===== config.mk =====
export PLATFORM = sky130hd
export DESIGN_NAME = gesture_hold_release_gate_top
export DESIGN_NICKNAME = d
export VERILOG_FILES = /design/src/design/ghrg_pkg.sv /design/src/design/ghrg_span_cmp.sv /design/src/design/gesture_hold_release_gate_top.sv
export SDC_FILE = /design/constraint.sdc
export NUM_CORES = 1
export LEC_CHECK = 0
export BUFFER_PORTS_ARGS = -buffer_cell sky130_fd_sc_hd__buf_2
export CORE_UTILIZATION = 60
export CTS_CLUSTER_DIAMETER = 80
export DETAILED_ROUTE_END_ITERATION = 16
export PLACE_DENSITY = 0.78
export SLEW_MARGIN = 15
export SYNTH_ARGS = -nofsm -noshare
export SYNTH_HDL_FRONTEND = slang
export SYNTH_SLANG_ARGS = --single-unit

===== constraint.sdc =====
create_clock -name clk -period 8.1 [get_ports clk]
set_input_delay 1.215 -clock clk [delete_from_list [all_inputs] [get_ports clk]]
set_output_delay 1.215 -clock clk [all_outputs]
set_load 0.1 [all_outputs]

===== src/design/ghrg_pkg.sv =====
// Shared types, codes and tables for the gesture hold/release gate.
// Used by ghrg_span_cmp and gesture_hold_release_gate_top; depends on nothing.
package ghrg_pkg;

  localparam int SHAPE_CODES_DEF = 8;
  localparam int STATE_COUNT_DEF = 12;

  localparam int SHAPE_W = 3;
  localparam int STATE_W = 4;
  localparam int TIME_W  = 32;
  localparam int SPAN_W  = 16;
  localparam int MASK_W  = 8;
  localparam int CFG_IDX_W  = 3;
  localparam int CFG_DATA_W = 16;

  localparam logic [7:0] RUN_LEN_MAX = 8'hFF;

  typedef enum logic [1:0] {
    FUNC_RESTART = 2'd0,
    FUNC_FEED    = 2'd1,
    FUNC_TAKE    = 2'd2,
    FUNC_UNUSED  = 2'd3
  } func_t;

  typedef enum logic [CFG_IDX_W-1:0] {
    REG_MIN_SCORE    = 3'd0,
    REG_MIN_PALM     = 3'd1,
    REG_RELEASE_MS   = 3'd2,
    REG_SETTLE_MS    = 3'd3,
    REG_RUN_MS       = 3'd4,
    REG_RUN_RESULTS  = 3'd5,
    REG_LONG_HOLD_MS = 3'd6,
    REG_THUMBS_UP    = 3'd7
  } reg_idx_t;

  typedef enum logic [1:0] {
    MODE_NONE    = 2'd0,
    MODE_THROW   = 2'd1,
    MODE_RELEASE = 2'd2
  } mode_t;

  typedef struct packed {
    logic [1:0]         func;
    logic [SHAPE_W-1:0] shape;
    logic [7:0]         score;
    logic [9:0]         palm_px;
    logic [STATE_W-1:0] state_index;
    logic [TIME_W-1:0]  now_ms;
  } in_req_t;

  typedef struct packed {
    logic [SHAPE_W-1:0] accepted;
    logic [MASK_W-1:0]  blocked_mask;
  } out_res_t;

  // States that also accept a long thumbs-up hold: greeting, post game,
  // story prompt, post story.
  localparam logic [15:0] LONG_HOLD_STATES = 16'b0000_0010_1100_0100;

  function automatic mode_t mode_of(logic [STATE_W-1:0] st);
    mode_t m;
    case (st)
      4'd1, 4'd2, 4'd6, 4'd7, 4'd9: m = MODE_RELEASE;
      4'd4:                         m = MODE_THROW;
      default:                      m = MODE_NONE;
    endcase
    return m;
  endfunction

endpackage


===== src/design/ghrg_span_cmp.sv =====
// Shared elapsed-time compare: wrapping span from a timestamp to now,
// tested against a 16-bit limit. Depends on ghrg_pkg.
module ghrg_span_cmp (
  input  logic [ghrg_pkg::TIME_W-1:0] from_ms,
  input  logic [ghrg_pkg::TIME_W-1:0] now_ms,
  input  logic [ghrg_pkg::SPAN_W-1:0] limit_ms,
  output logic                        reached
);
  import ghrg_pkg::*;

  logic [TIME_W-1:0] span;

  // Span is taken modulo 2^32, so a plain subtract handles the wrap.
  assign span    = now_ms - from_ms;
  assign reached = span >= {{(TIME_W-SPAN_W){1'b0}}, limit_ms};

endmodule


===== src/design/gesture_hold_release_gate_top.sv =====
// Gesture hold/release gate: top level with sequencer, timers and registers.
// Depends on ghrg_pkg and ghrg_span_cmp.
//
// Requests on in_valid/in_stall/in_data: restart, feed or take. Each gives one
// result on out_valid/out_stall/out_data: the accepted shape (take only, else
// zero) and the mask of shapes whose release latch is still clear. Write
// cfg_wr_en/cfg_index/cfg_wdata only while the gate is idle.
//
// One 32-bit subtract-and-compare unit does every span test in turn. Restart
// and the unused code go straight to the done state; take runs the settle, run
// and long-hold tests; feed checks one release timer per cycle, NT being the
// smaller of SHAPE_CODES and 8 (8 by default). in_stall is high while a request
// is being worked on, so a new request is taken only after the last one has
// left the done state.
//
// rst_n (synchronous, active low) restores the register defaults, zeroes all
// timestamps, clears every release latch and empties the output. While
// out_stall is high the result holds; a finished request waits in the done
// state, with the input stalled, until the output register is free.
module gesture_hold_release_gate_top #(
  parameter int SHAPE_CODES = ghrg_pkg::SHAPE_CODES_DEF,
  parameter int STATE_COUNT = ghrg_pkg::STATE_COUNT_DEF
) (
  input  logic                             clk,
  input  logic                             rst_n,
  input  logic                             in_valid,
  output logic                             in_stall,
  input  ghrg_pkg::in_req_t                in_data,
  output logic                             out_valid,
  input  logic                             out_stall,
  output ghrg_pkg::out_res_t               out_data,
  input  logic                             cfg_wr_en,
  input  logic [ghrg_pkg::CFG_IDX_W-1:0]   cfg_index,
  input  logic [ghrg_pkg::CFG_DATA_W-1:0]  cfg_wdata
);
  import ghrg_pkg::*;

  // Only shapes below 8 can ever be fed or reported, so timers stop there.
  localparam int NT    = (SHAPE_CODES < MASK_W) ? SHAPE_CODES : MASK_W;
  localparam int IDX_W = $clog2(NT);
  localparam logic [IDX_W-1:0] LAST_IDX = IDX_W'(NT - 1);

  typedef enum logic [1:0] {
    S_IDLE,
    S_FEED,
    S_TAKE,
    S_DONE
  } seq_t;

  // Configuration registers
  logic [7:0]        min_score_r,    min_score_nxt;
  logic [9:0]        min_palm_r,     min_palm_nxt;
  logic [SPAN_W-1:0] release_ms_r,   release_ms_nxt;
  logic [SPAN_W-1:0] settle_ms_r,    settle_ms_nxt;
  logic [SPAN_W-1:0] run_ms_r,       run_ms_nxt;
  logic [7:0]        run_results_r,  run_results_nxt;
  logic [SPAN_W-1:0] long_hold_ms_r, long_hold_ms_nxt;
  logic [SHAPE_W-1:0] thumbs_up_r,   thumbs_up_nxt;

  // Gate state
  logic [TIME_W-1:0]  state_start_r, state_start_nxt;
  logic [TIME_W-1:0]  absent_since_r [NT];
  logic [TIME_W-1:0]  absent_since_nxt [NT];
  logic [NT-1:0]      released_r,    released_nxt;
  logic [TIME_W-1:0]  held_since_r,  held_since_nxt;
  logic [SHAPE_W-1:0] held_code_r,   held_code_nxt;
  logic [SHAPE_W-1:0] run_code_r,    run_code_nxt;
  logic [7:0]         run_len_r,     run_len_nxt;
  logic [TIME_W-1:0]  run_start_r,   run_start_nxt;

  // Sequencer and per-request working registers
  seq_t               seq_r,         seq_nxt;
  logic [IDX_W-1:0]   idx_r,         idx_nxt;
  logic [1:0]         step_r,        step_nxt;
  logic [SHAPE_W-1:0] shape_q_r,     shape_q_nxt;
  logic [STATE_W-1:0] st_q_r,        st_q_nxt;
  logic [TIME_W-1:0]  now_q_r,       now_q_nxt;
  logic               settle_ok_r,   settle_ok_nxt;
  logic               run_ok_r,      run_ok_nxt;
  logic [SHAPE_W-1:0] acc_r,         acc_nxt;
  logic               out_valid_r,   out_valid_nxt;
  out_res_t           out_data_r,    out_data_nxt;

  // Shared span unit
  logic [TIME_W-1:0] cmp_from;
  logic [SPAN_W-1:0] cmp_limit;
  logic              cmp_reached;

  logic              in_take;
  logic [SHAPE_W-1:0] fed_shape;
  logic [MASK_W-1:0] mask;
  logic [SHAPE_W-1:0] take_result;
  mode_t             take_mode;
  logic              cand_released;

  ghrg_span_cmp u_span (
    .from_ms  (cmp_from),
    .now_ms   (now_q_r),
    .limit_ms (cmp_limit),
    .reached  (cmp_reached)
  );

  assign in_stall  = (seq_r != S_IDLE);
  assign in_take   = in_valid && !in_stall;
  assign out_valid = out_valid_r;
  assign out_data  = out_data_r;

  // Qualify the incoming shape: poor quality or an unknown code reads as none.
  always_comb begin
    fed_shape = in_data.shape;
    if ((int'(in_data.shape) >= SHAPE_CODES) || (in_data.score < min_score_r) ||
        (in_data.palm_px < min_palm_r)) begin
      fed_shape = '0;
    end
  end

  // Blocked mask: one bit per tracked shape whose latch is still clear.
  always_comb begin
    mask = '0;
    for (int i = 0; i < NT; i++) begin
      mask[i] = !released_r[i];
    end
  end

  // Steer the shared unit: release timers during feed, then the three
  // take checks in turn.
  always_comb begin
    cmp_from  = absent_since_r[idx_r];
    cmp_limit = release_ms_r;
    if (seq_r == S_TAKE) begin
      case (step_r)
        2'd0: begin
          cmp_from  = state_start_r;
          cmp_limit = settle_ms_r;
        end
        2'd1: begin
          cmp_from  = run_start_r;
          cmp_limit = run_ms_r;
        end
        default: begin
          cmp_from  = held_since_r;
          cmp_limit = long_hold_ms_r;
        end
      endcase
    end
  end

  // Take decision, evaluated on the last step with the long-hold test live.
  assign take_mode     = mode_of(st_q_r);
  assign cand_released = released_r[run_code_r[IDX_W-1:0]];

  always_comb begin
    take_result = '0;
    if ((int'(st_q_r) < STATE_COUNT) && (take_mode != MODE_NONE) && settle_ok_r &&
        (run_code_r != '0) && (run_len_r >= run_results_r) && run_ok_r) begin
      if (take_mode == MODE_THROW) begin
        take_result = run_code_r;
      end else if (cand_released) begin
        take_result = run_code_r;
      end else if (LONG_HOLD_STATES[st_q_r] && (run_code_r == thumbs_up_r) &&
                   (held_code_r == thumbs_up_r) && cmp_reached) begin
        take_result = run_code_r;
      end
    end
  end

  always_comb begin
    min_score_nxt    = min_score_r;
    min_palm_nxt     = min_palm_r;
    release_ms_nxt   = release_ms_r;
    settle_ms_nxt    = settle_ms_r;
    run_ms_nxt       = run_ms_r;
    run_results_nxt  = run_results_r;
    long_hold_ms_nxt = long_hold_ms_r;
    thumbs_up_nxt    = thumbs_up_r;

    state_start_nxt  = state_start_r;
    absent_since_nxt = absent_since_r;
    released_nxt     = released_r;
    held_since_nxt   = held_since_r;
    held_code_nxt    = held_code_r;
    run_code_nxt     = run_code_r;
    run_len_nxt      = run_len_r;
    run_start_nxt    = run_start_r;

    seq_nxt       = seq_r;
    idx_nxt       = idx_r;
    step_nxt      = step_r;
    shape_q_nxt   = shape_q_r;
    st_q_nxt      = st_q_r;
    now_q_nxt     = now_q_r;
    settle_ok_nxt = settle_ok_r;
    run_ok_nxt    = run_ok_r;
    acc_nxt       = acc_r;
    out_valid_nxt = out_valid_r;
    out_data_nxt  = out_data_r;

    // Configuration writes
    if (cfg_wr_en) begin
      case (reg_idx_t'(cfg_index))
        REG_MIN_SCORE:    min_score_nxt    = cfg_wdata[7:0];
        REG_MIN_PALM:     min_palm_nxt     = cfg_wdata[9:0];
        REG_RELEASE_MS:   release_ms_nxt   = cfg_wdata;
        REG_SETTLE_MS:    settle_ms_nxt    = cfg_wdata;
        REG_RUN_MS:       run_ms_nxt       = cfg_wdata;
        REG_RUN_RESULTS:  run_results_nxt  = cfg_wdata[7:0];
        REG_LONG_HOLD_MS: long_hold_ms_nxt = cfg_wdata;
        REG_THUMBS_UP:    thumbs_up_nxt    = cfg_wdata[SHAPE_W-1:0];
        default: ;
      endcase
    end

    // Drain the output register when the receiver takes it.
    if (out_valid_r && !out_stall) begin
      out_valid_nxt = 1'b0;
    end

    case (seq_r)
      S_IDLE: begin
        if (in_take) begin
          now_q_nxt   = in_data.now_ms;
          st_q_nxt    = in_data.state_index;
          shape_q_nxt = fed_shape;
          idx_nxt     = '0;
          step_nxt    = '0;
          acc_nxt     = '0;
          case (func_t'(in_data.func))
            FUNC_RESTART: begin
              // Clear every timer to now and drop all release latches.
              state_start_nxt = in_data.now_ms;
              for (int i = 0; i < NT; i++) begin
                absent_since_nxt[i] = in_data.now_ms;
              end
              released_nxt   = '0;
              held_since_nxt = in_data.now_ms;
              held_code_nxt  = '0;
              run_code_nxt   = '0;
              run_len_nxt    = '0;
              run_start_nxt  = in_data.now_ms;
              seq_nxt        = S_DONE;
            end
            FUNC_FEED: begin
              // Hold and run trackers do not depend on the timer sweep.
              if ((fed_shape != held_code_r) || (fed_shape == '0)) begin
                held_code_nxt  = fed_shape;
                held_since_nxt = in_data.now_ms;
              end
              if ((fed_shape == '0) || (fed_shape != run_code_r)) begin
                run_code_nxt  = fed_shape;
                run_len_nxt   = (fed_shape == '0) ? 8'd0 : 8'd1;
                run_start_nxt = in_data.now_ms;
              end else if (run_len_r < RUN_LEN_MAX) begin
                run_len_nxt = run_len_r + 8'd1;
              end
              seq_nxt = S_FEED;
            end
            FUNC_TAKE: begin
              seq_nxt = S_TAKE;
            end
            default: begin
              seq_nxt = S_DONE;
            end
          endcase
        end
      end

      S_FEED: begin
        // One release timer per cycle: restart the fed shape, release others whose span is reached.
        if (4'(idx_r) == 4'(shape_q_r)) begin
          absent_since_nxt[idx_r] = now_q_r;
        end else if (!released_r[idx_r] && cmp_reached) begin
          released_nxt[idx_r] = 1'b1;
        end
        if (idx_r == LAST_IDX) begin
          seq_nxt = S_DONE;
        end else begin
          idx_nxt = idx_r + IDX_W'(1);
        end
      end

      S_TAKE: begin
        case (step_r)
          2'd0: begin
            settle_ok_nxt = cmp_reached;
            step_nxt      = 2'd1;
          end
          2'd1: begin
            run_ok_nxt = cmp_reached;
            step_nxt   = 2'd2;
          end
          default: begin
            acc_nxt = take_result;
            seq_nxt = S_DONE;
          end
        endcase
      end

      S_DONE: begin
        // Advance once the output register is free or being emptied.
        if (!out_valid_r || !out_stall) begin
          out_valid_nxt             = 1'b1;
          out_data_nxt.accepted     = acc_r;
          out_data_nxt.blocked_mask = mask;
          seq_nxt                   = S_IDLE;
        end
      end

      default: begin
        seq_nxt = S_IDLE;
      end
    endcase
  end

  always_ff @(posedge clk) begin
    if (!rst_n) begin
      min_score_r    <= 8'd128;
      min_palm_r     <= 10'd40;
      release_ms_r   <= 16'd300;
      settle_ms_r    <= 16'd700;
      run_ms_r       <= 16'd600;
      run_results_r  <= 8'd3;
      long_hold_ms_r <= 16'd2000;
      thumbs_up_r    <= 3'd1;
      state_start_r  <= '0;
      for (int i = 0; i < NT; i++) begin
        absent_since_r[i] <= '0;
      end
      released_r    <= '0;
      held_since_r  <= '0;
      held_code_r   <= '0;
      run_code_r    <= '0;
      run_len_r     <= '0;
      run_start_r   <= '0;
      seq_r         <= S_IDLE;
      idx_r         <= '0;
      step_r        <= '0;
      settle_ok_r   <= 1'b0;
      run_ok_r      <= 1'b0;
      acc_r         <= '0;
      out_valid_r   <= 1'b0;
    end else begin
      min_score_r    <= min_score_nxt;
      min_palm_r     <= min_palm_nxt;
      release_ms_r   <= release_ms_nxt;
      settle_ms_r    <= settle_ms_nxt;
      run_ms_r       <= run_ms_nxt;
      run_results_r  <= run_results_nxt;
      long_hold_ms_r <= long_hold_ms_nxt;
      thumbs_up_r    <= thumbs_up_nxt;
      state_start_r  <= state_start_nxt;
      absent_since_r <= absent_since_nxt;
      released_r     <= released_nxt;
      held_since_r   <= held_since_nxt;
      held_code_r    <= held_code_nxt;
      run_code_r     <= run_code_nxt;
      run_len_r      <= run_len_nxt;
      run_start_r    <= run_start_nxt;
      seq_r          <= seq_nxt;
      idx_r          <= idx_nxt;
      step_r         <= step_nxt;
      settle_ok_r    <= settle_ok_nxt;
      run_ok_r       <= run_ok_nxt;
      acc_r          <= acc_nxt;
      out_valid_r    <= out_valid_nxt;
    end
  end

  // Payload registers: no reset needed.
  always_ff @(posedge clk) begin
    shape_q_r  <= shape_q_nxt;
    st_q_r     <= st_q_nxt;
    now_q_r    <= now_q_nxt;
    out_data_r <= out_data_nxt;
  end

endmodule

-- After elaboration in Yosys (flattened, before gate mapping)
Memories as Yosys holds them, arrays and structs flattened. A register that Yosys moved wholly into a read port is not among the register bits.
Cells that the tools add are included.
W data, S select, Z words.
- register bits after elaboration: 530
- memory bits (read-only): 16
- input bits: 83
- memories: 1
- memory list (memory ; words ; width ; rd ports ; clocked after memory_dff ; wr ports ; RTL line ; source):
    (no name shown) ; 16 ; 1 ; 1 ; 1 ; 0 ; gesture_hold_release_gate_top.sv:160 ; end else if (LONG_HOLD_STATES[st_q_r] && (run_code_r == thumbs_up_r) &&
- add/subtract/negate cells: 3
- magnitude comparators: 12
- equality and inequality tests: 39
- mux-type cells: 62
- bitwise gates (word level): 2
- reductions and logical operators: 64
- operators by type and width (operator ; number):
    $mux W256 ; 3
    $pmux W256 S2 ; 1
    $bwmux W256 ; 1
    $mux W32 ; 6
    $pmux W32 S2 ; 3
    $bmux W32 S3 ; 1
    $demux W32 S3 ; 1
    $mux W8 ; 6
    $ge A32 B16 Y1 ; 1
    $pmux W16 S2 ; 1
    $pmux W8 S2 ; 2
    $sub A32 B32 Y32 ; 1
    $mux W3 ; 10
    $pmux W3 S2 ; 4
    $reduce_and A2 Y1 ; 12
    $ne A2 B2 Y1 const B ; 10
    $reduce_and A4 Y1 ; 5
    $mux W16 ; 1
    $pmux W2 S2 ; 4
    $eq A3 B3 Y1 const B ; 5
    $logic_and A1 B1 Y1 ; 13
    $eq A4 B3 Y1 const B ; 3
    $logic_not A1 Y1 ; 12
    $reduce_and A3 Y1 ; 4
    other kinds (40) ; 72

-- Longest topological paths before layout
- word-level depth: 14
- gate-level depth with buffers: 27
- gate-level depth less buffers: 25

-- Cells and area by module
From an unflattened synthesis, not the netlist that was laid out.
- cell total of the unflattened synthesis: 2970
- area, all modules: 25665.9 sq um
- by module, submodules not included (module ; instances ; cells each ; area each (sq um) ; seq. area each (sq um)):
    gesture_hold_release_gate_top ; 1 ; 2622 ; 23351.1 ; 11130.7
    ghrg_span_cmp ; 1 ; 348 ; 2314.7 ; 0.0

-- Worst setup path after synthesis
No wires, ideal clock.
- path kind: reg-to-reg
- start: reg idx_r[0]
- end: reg released_r[2]
- library setup time: 0.117 ns
- arrival: 6.075 ns
- setup slack: 1.907 ns
- cell stages (with the launch flop): 26
- buffers on the path: 4
- period minus slack after synthesis: 6.193 ns
- path through: dfxtp_1 -> clkbuf_1 -> clkbuf_1 -> buf_1 -> clkbuf_1 -> mux2i_1 -> nor2_1 -> o31ai_1 -> ha_1 -> a21oi_1 -> o22ai_1 -> or2_2 -> o21ai_0 -> nand2b_1 -> xor2_1 -> ha_1 -> a21oi_1 -> o21a_1 -> o211ai_1 -> a2111o_1 -> a211o_1 -> or4b_1 -> nor4_1 -> and4b_1 -> nor2_2 -> a32o_1
- cells in the longest elaborated chain, start to end: 10
- RTL lines (item ; RTL line ; source):
    from (decl) ; gesture_hold_release_gate_top.sv:73 ; logic [IDX_W-1:0] idx_r, idx_nxt;
    from (signal assigned) ; gesture_hold_release_gate_top.sv:359 ; idx_r <= idx_nxt;
    $not A3 Y4 (not written as such) ; gesture_hold_release_gate_top.sv:128 ; cmp_from = absent_since_r[idx_r];
    $bmux W32 S3 ; gesture_hold_release_gate_top.sv:128 ;
    $mux W32 (not written as such) (2 in a row) ; gesture_hold_release_gate_top.sv:128 ;
    $mux W32 ; gesture_hold_release_gate_top.sv:130 ; if (seq_r == S_TAKE) begin
    $sub A32 B32 Y32 ; ghrg_span_cmp.sv:14 ; assign span = now_ms - from_ms;
    $ge A32 B16 Y1 ; ghrg_span_cmp.sv:15 ; assign reached = span >= {{(TIME_W-SPAN_W){1'b0}}, limit_ms};
    $logic_and A1 B1 Y1 ; gesture_hold_release_gate_top.sv:271 ; end else if (!released_r[idx_r] && cmp_reached) begin
    $ne A2 B2 Y1 (no source line) ; - ;
    $reduce_and A5 Y1 (no source line) ; - ;
    to (signal assigned) ; gesture_hold_release_gate_top.sv:352 ; released_r <= released_nxt;
    to (decl) ; gesture_hold_release_gate_top.sv:64 ; logic [NT-1:0] released_r, released_nxt;
Parallel ways exist; a longest one is shown, timed or not. The select of a mux whose other input is x is not followed.
A chain may end at the register's enable or synchronous reset.

-- Worst setup path after layout
Same ends and word-level chain as after synthesis.

==> results.cfg <==
[place]
port-buffer-count = 95
place_hpwl_um = 49340
finalWeightedCongestion = 0.9586

[timing]
min_period_over_period = 0.8901
slew_violations = 0
finalSetupViolCount = 0
finClkSkew_ns = 0.02901
rsz0062_at_grt = false
min_period_ns = 7.210
fin_setup_tns_ns = 0
hold_violations = 0
slew_headroom = 0.1595
fmax_mhz = 138.7
worst_pin_slew_ns = 1.226

[clock_tree]
cts_setup_buffers = 0
clock_latency_ns = 0.64
numCtsBuffers = 54
path_clk_slew_ns = 0.06
post_cts_resized = 0
hold_buffers = 0
cts.htree.levels = 2
clock-sinks = 531
cts_tree = built
cts_root_buf = clkbuf_16
cts_buffer_depth = 3

[floorplanning]
pin_count = 96
rows = 75
die_x_um = 209.7
core_mm2 = 0.04223
die_h_um = 209.7
start_util = 0.6132
dieArea_mm2 = 0.04399

[synth]
synth_area_leader_cell = dfxtp_1
ys_types = 76
synth_fp_nets = 3092
yosys_warnings = 0
yosys-top-cells-area = dfxtp_1 37%, nand2_1 8.8%, o211a_1 7.7%, edfxtp_1 5.8%, mux2i_1 5.2%
synth_top_cell_area_share = 0.3719
synth_area_per_cell_um2 = 8.840
synth_ff_type = dfxtp_1
synthArstFlopShare = 0
yosysMostFrequentCell = nand2_1
synth-edff-count = 50
ys_seq_area_frac = 0.4299
synth_common_cells = 607 x nand2_1, 481 x dfxtp_1, 199 x clkbuf_1, 198 x o211a_1, 182 x o21ai_0
ys_ff_latch = 531
syn_area_mm2 = 0.02589
synth_cells = 2929

[pwr]
p_leak_nw = 12.17
switchingPower_mw = 3.509
comb_power_share = 0.376
swShare = 0.3816
ir_drop_mv = 0.2402
total_power_mw = 9.196
intPower_mw = 5.687
clockPowerShare = 0.279
seq_power_share = 0.345
powerDensity_mw_per_mm2 = 323.1

[final_layout]
drive_above_1_share = 0.09993
multi_input_area_mm2 = 0.01381
fillers = 3348
syn_to_final_growth_pct = 9.935
seq_area_mm2 = 0.01114
fin_nets = 3060

[routing]
drc = 0
dr.pass1.iters = 6
wl_um = 74860
drtAntennaViolNets = 0
drt_iter0_drc = 2373
vias = 22560
viasPerCell = 6.476
post_drt_wl_per_cell_um = 21.49

[worst_hold_path]
hold_class = flip-flop to flip-flop

[critical_path]
ff2ff_setup_slack_ns = 0.89
arrival_ns = 7.72
start_kind = flip-flop
path_class = flip-flop to flip-flop
required_ns = 8.61
critPathTopFamily = compound AO/OA/AOI/OAI gates
critical-path-slowest-cell = dfxtp_4
path_buf_inv = 2
crit_chain = inv_1, buf_4, a311oi_1, a21oi_1, a221o_1, o21ai_0, ha_1, and2_1, a221oi_1, a211oi_1, o21ai_0, nand2b_1, xor2_1, ha_1, a21oi_1, o21a_1, o211ai_1, a2111o_1, a211o_1, or4b_1, nor4_1, and4b_1, nor2_2, a32o_1
slowest_delay_ns = 0.81
cp-end-kind = flip-flop
crit_fanout = 45

[global_routing]
grt_usage = 0.3362
grt_max_degree = 151
antenna_found_initial = 1
grt_pass1_wl_um = 117400
grt-ovfl-total = 0
grt_pass1_vias = 21220

[run]
maxCapViolations = 0

[status]
status = finished clean
==> power groups by stage <==
stage               clock network (mW)  registers [mW]  logic [mW]
floorplan                            0            3.15        2.45
global placement                     0            3.21        3.31
detailed placement                   0            3.22        3.38
CTS                               2.58            3.17        3.41
global route                      2.69            3.21        3.76
finish                            2.56            3.18        3.46
==> cell families (layout without fill, tap and decap cells) <==
| kind of cell | after synthesis | count (layout) | synth area share |
|---|---|---|---|
| AND/OR/NAND/NOR | 998 | 998 | 0.1634 |
| AO/OA/AOI/OAI | 833 | 833 | 0.2375 |
| flip-flops | 531 | 531 | 0.4299 |
| buffers and inverters | 281 | 294 | 0.04088 |
| multiplexers | 181 | 181 | 0.08094 |
| adder cells (fa/ha/maj) | 80 | 80 | 0.03895 |
| XOR/XNOR | 25 | 25 | 0.008457 |
| other | 0 | 2 | 0 |
==> per-stage QoR <==
step / worst slack, ns / hold WS (ns) / utilization / std cells / instance area (um2)
after floorplan: 1.907 / 0.4079 / - / 2929 / 25890
final: 0.8904 / 0.4379 / 0.6741 / 3483 / 28460
after CTS: 0.9806 / 0.4419 / 0.6738 / 3481 / 28450
after global placement: 1.339 / 0.4181 / 0.6303 / 3380 / 26620
after global routing: 0.3753 / 0.4552 / 0.6740 / 3482 / 28460
after detailed placement: 1.058 / 0.4275 / 0.6304 / 3380 / 26620
==> cell usage in the layout (no fill, tap or decap), types with 12 or more instances in the layout <==
master and count:
clkbuf_16 57, mux2i_1 134, nand4_1 17, mux2_2 27
a22oi_1 20, buf_4 33, clkbuf_1 17, dfxtp_1 476
o21ai_0 182, o211ai_1 35, nand2b_1 17, a21oi_1 96
a221oi_1 22, nand3_1 118, mux4_2 20, and3_1 13
a21boi_0 90, nand2_1 606, xnor2_1 16, nor2_1 137
o211a_1 198, buf_2 94, nor3_1 28, edfxtp_1 50
inv_1 61, ha_1 77, a211oi_1 69, o22ai_1 12
nor2b_1 19
==> final timing paths <==
check	startpoint	to	depth (start not counted)
max	idx_r[0]$_SDFFE_PN0P_	released_r[2]$_SDFFE_PN0P_	24
min	acc_r[0]$_SDFFE_PN0P_	out_data[8]$_DFFE_PP_	0
max reg2reg	idx_r[0]$_SDFFE_PN0P_	released_r[2]$_SDFFE_PN0P_	24
min reg2reg	acc_r[0]$_SDFFE_PN0P_	out_data[8]$_DFFE_PP_	0
==> registers in the layout, summed over array words and instances (netlist names), 4 cells and up, named ones only <==
register / count
absent_since_r: 256
held_since_r: 32
now_q_r: 32
run_start_r: 32
state_start_r: 32
long_hold_ms_r: 16
release_ms_r: 16
run_ms_r: 16
settle_ms_r: 16
out_data: 11
min_palm_r: 10
min_score_r: 8
released_r: 8
run_len_r: 8
run_results_r: 8
st_q_r: 4
==> per-layer routing <==
| metal | part of all wire | vias up | GRT usage | wire, um |
|---|---|---|---|---|
| li1 | - | 10480 | - | - |
| met1 | 0.41 | 10890 | 0.4441 | 30910 |
| met2 | 0.46 | 1002 | 0.5410 | 34720 |
| met3 | 0.074 | 183 | 0.04280 | 5537 |
| met4 | 0.049 | 0 | 0.1739 | 3691 |
| met5 | 0 | - | 0 | 0 |
==> layout make-up <==
type                       instances  share of cell area
antenna                            2           0.0001758
clock buffer                      84             0.05719
clock inverter                    17            0.007209
inverter                          63            0.008308
multi-input combinational       2117              0.4851
sequential                       531              0.3914
tap                              539             0.02369
timing repair buffer             130             0.02686
Note: power is estimated with default switching activity, not from simulation.
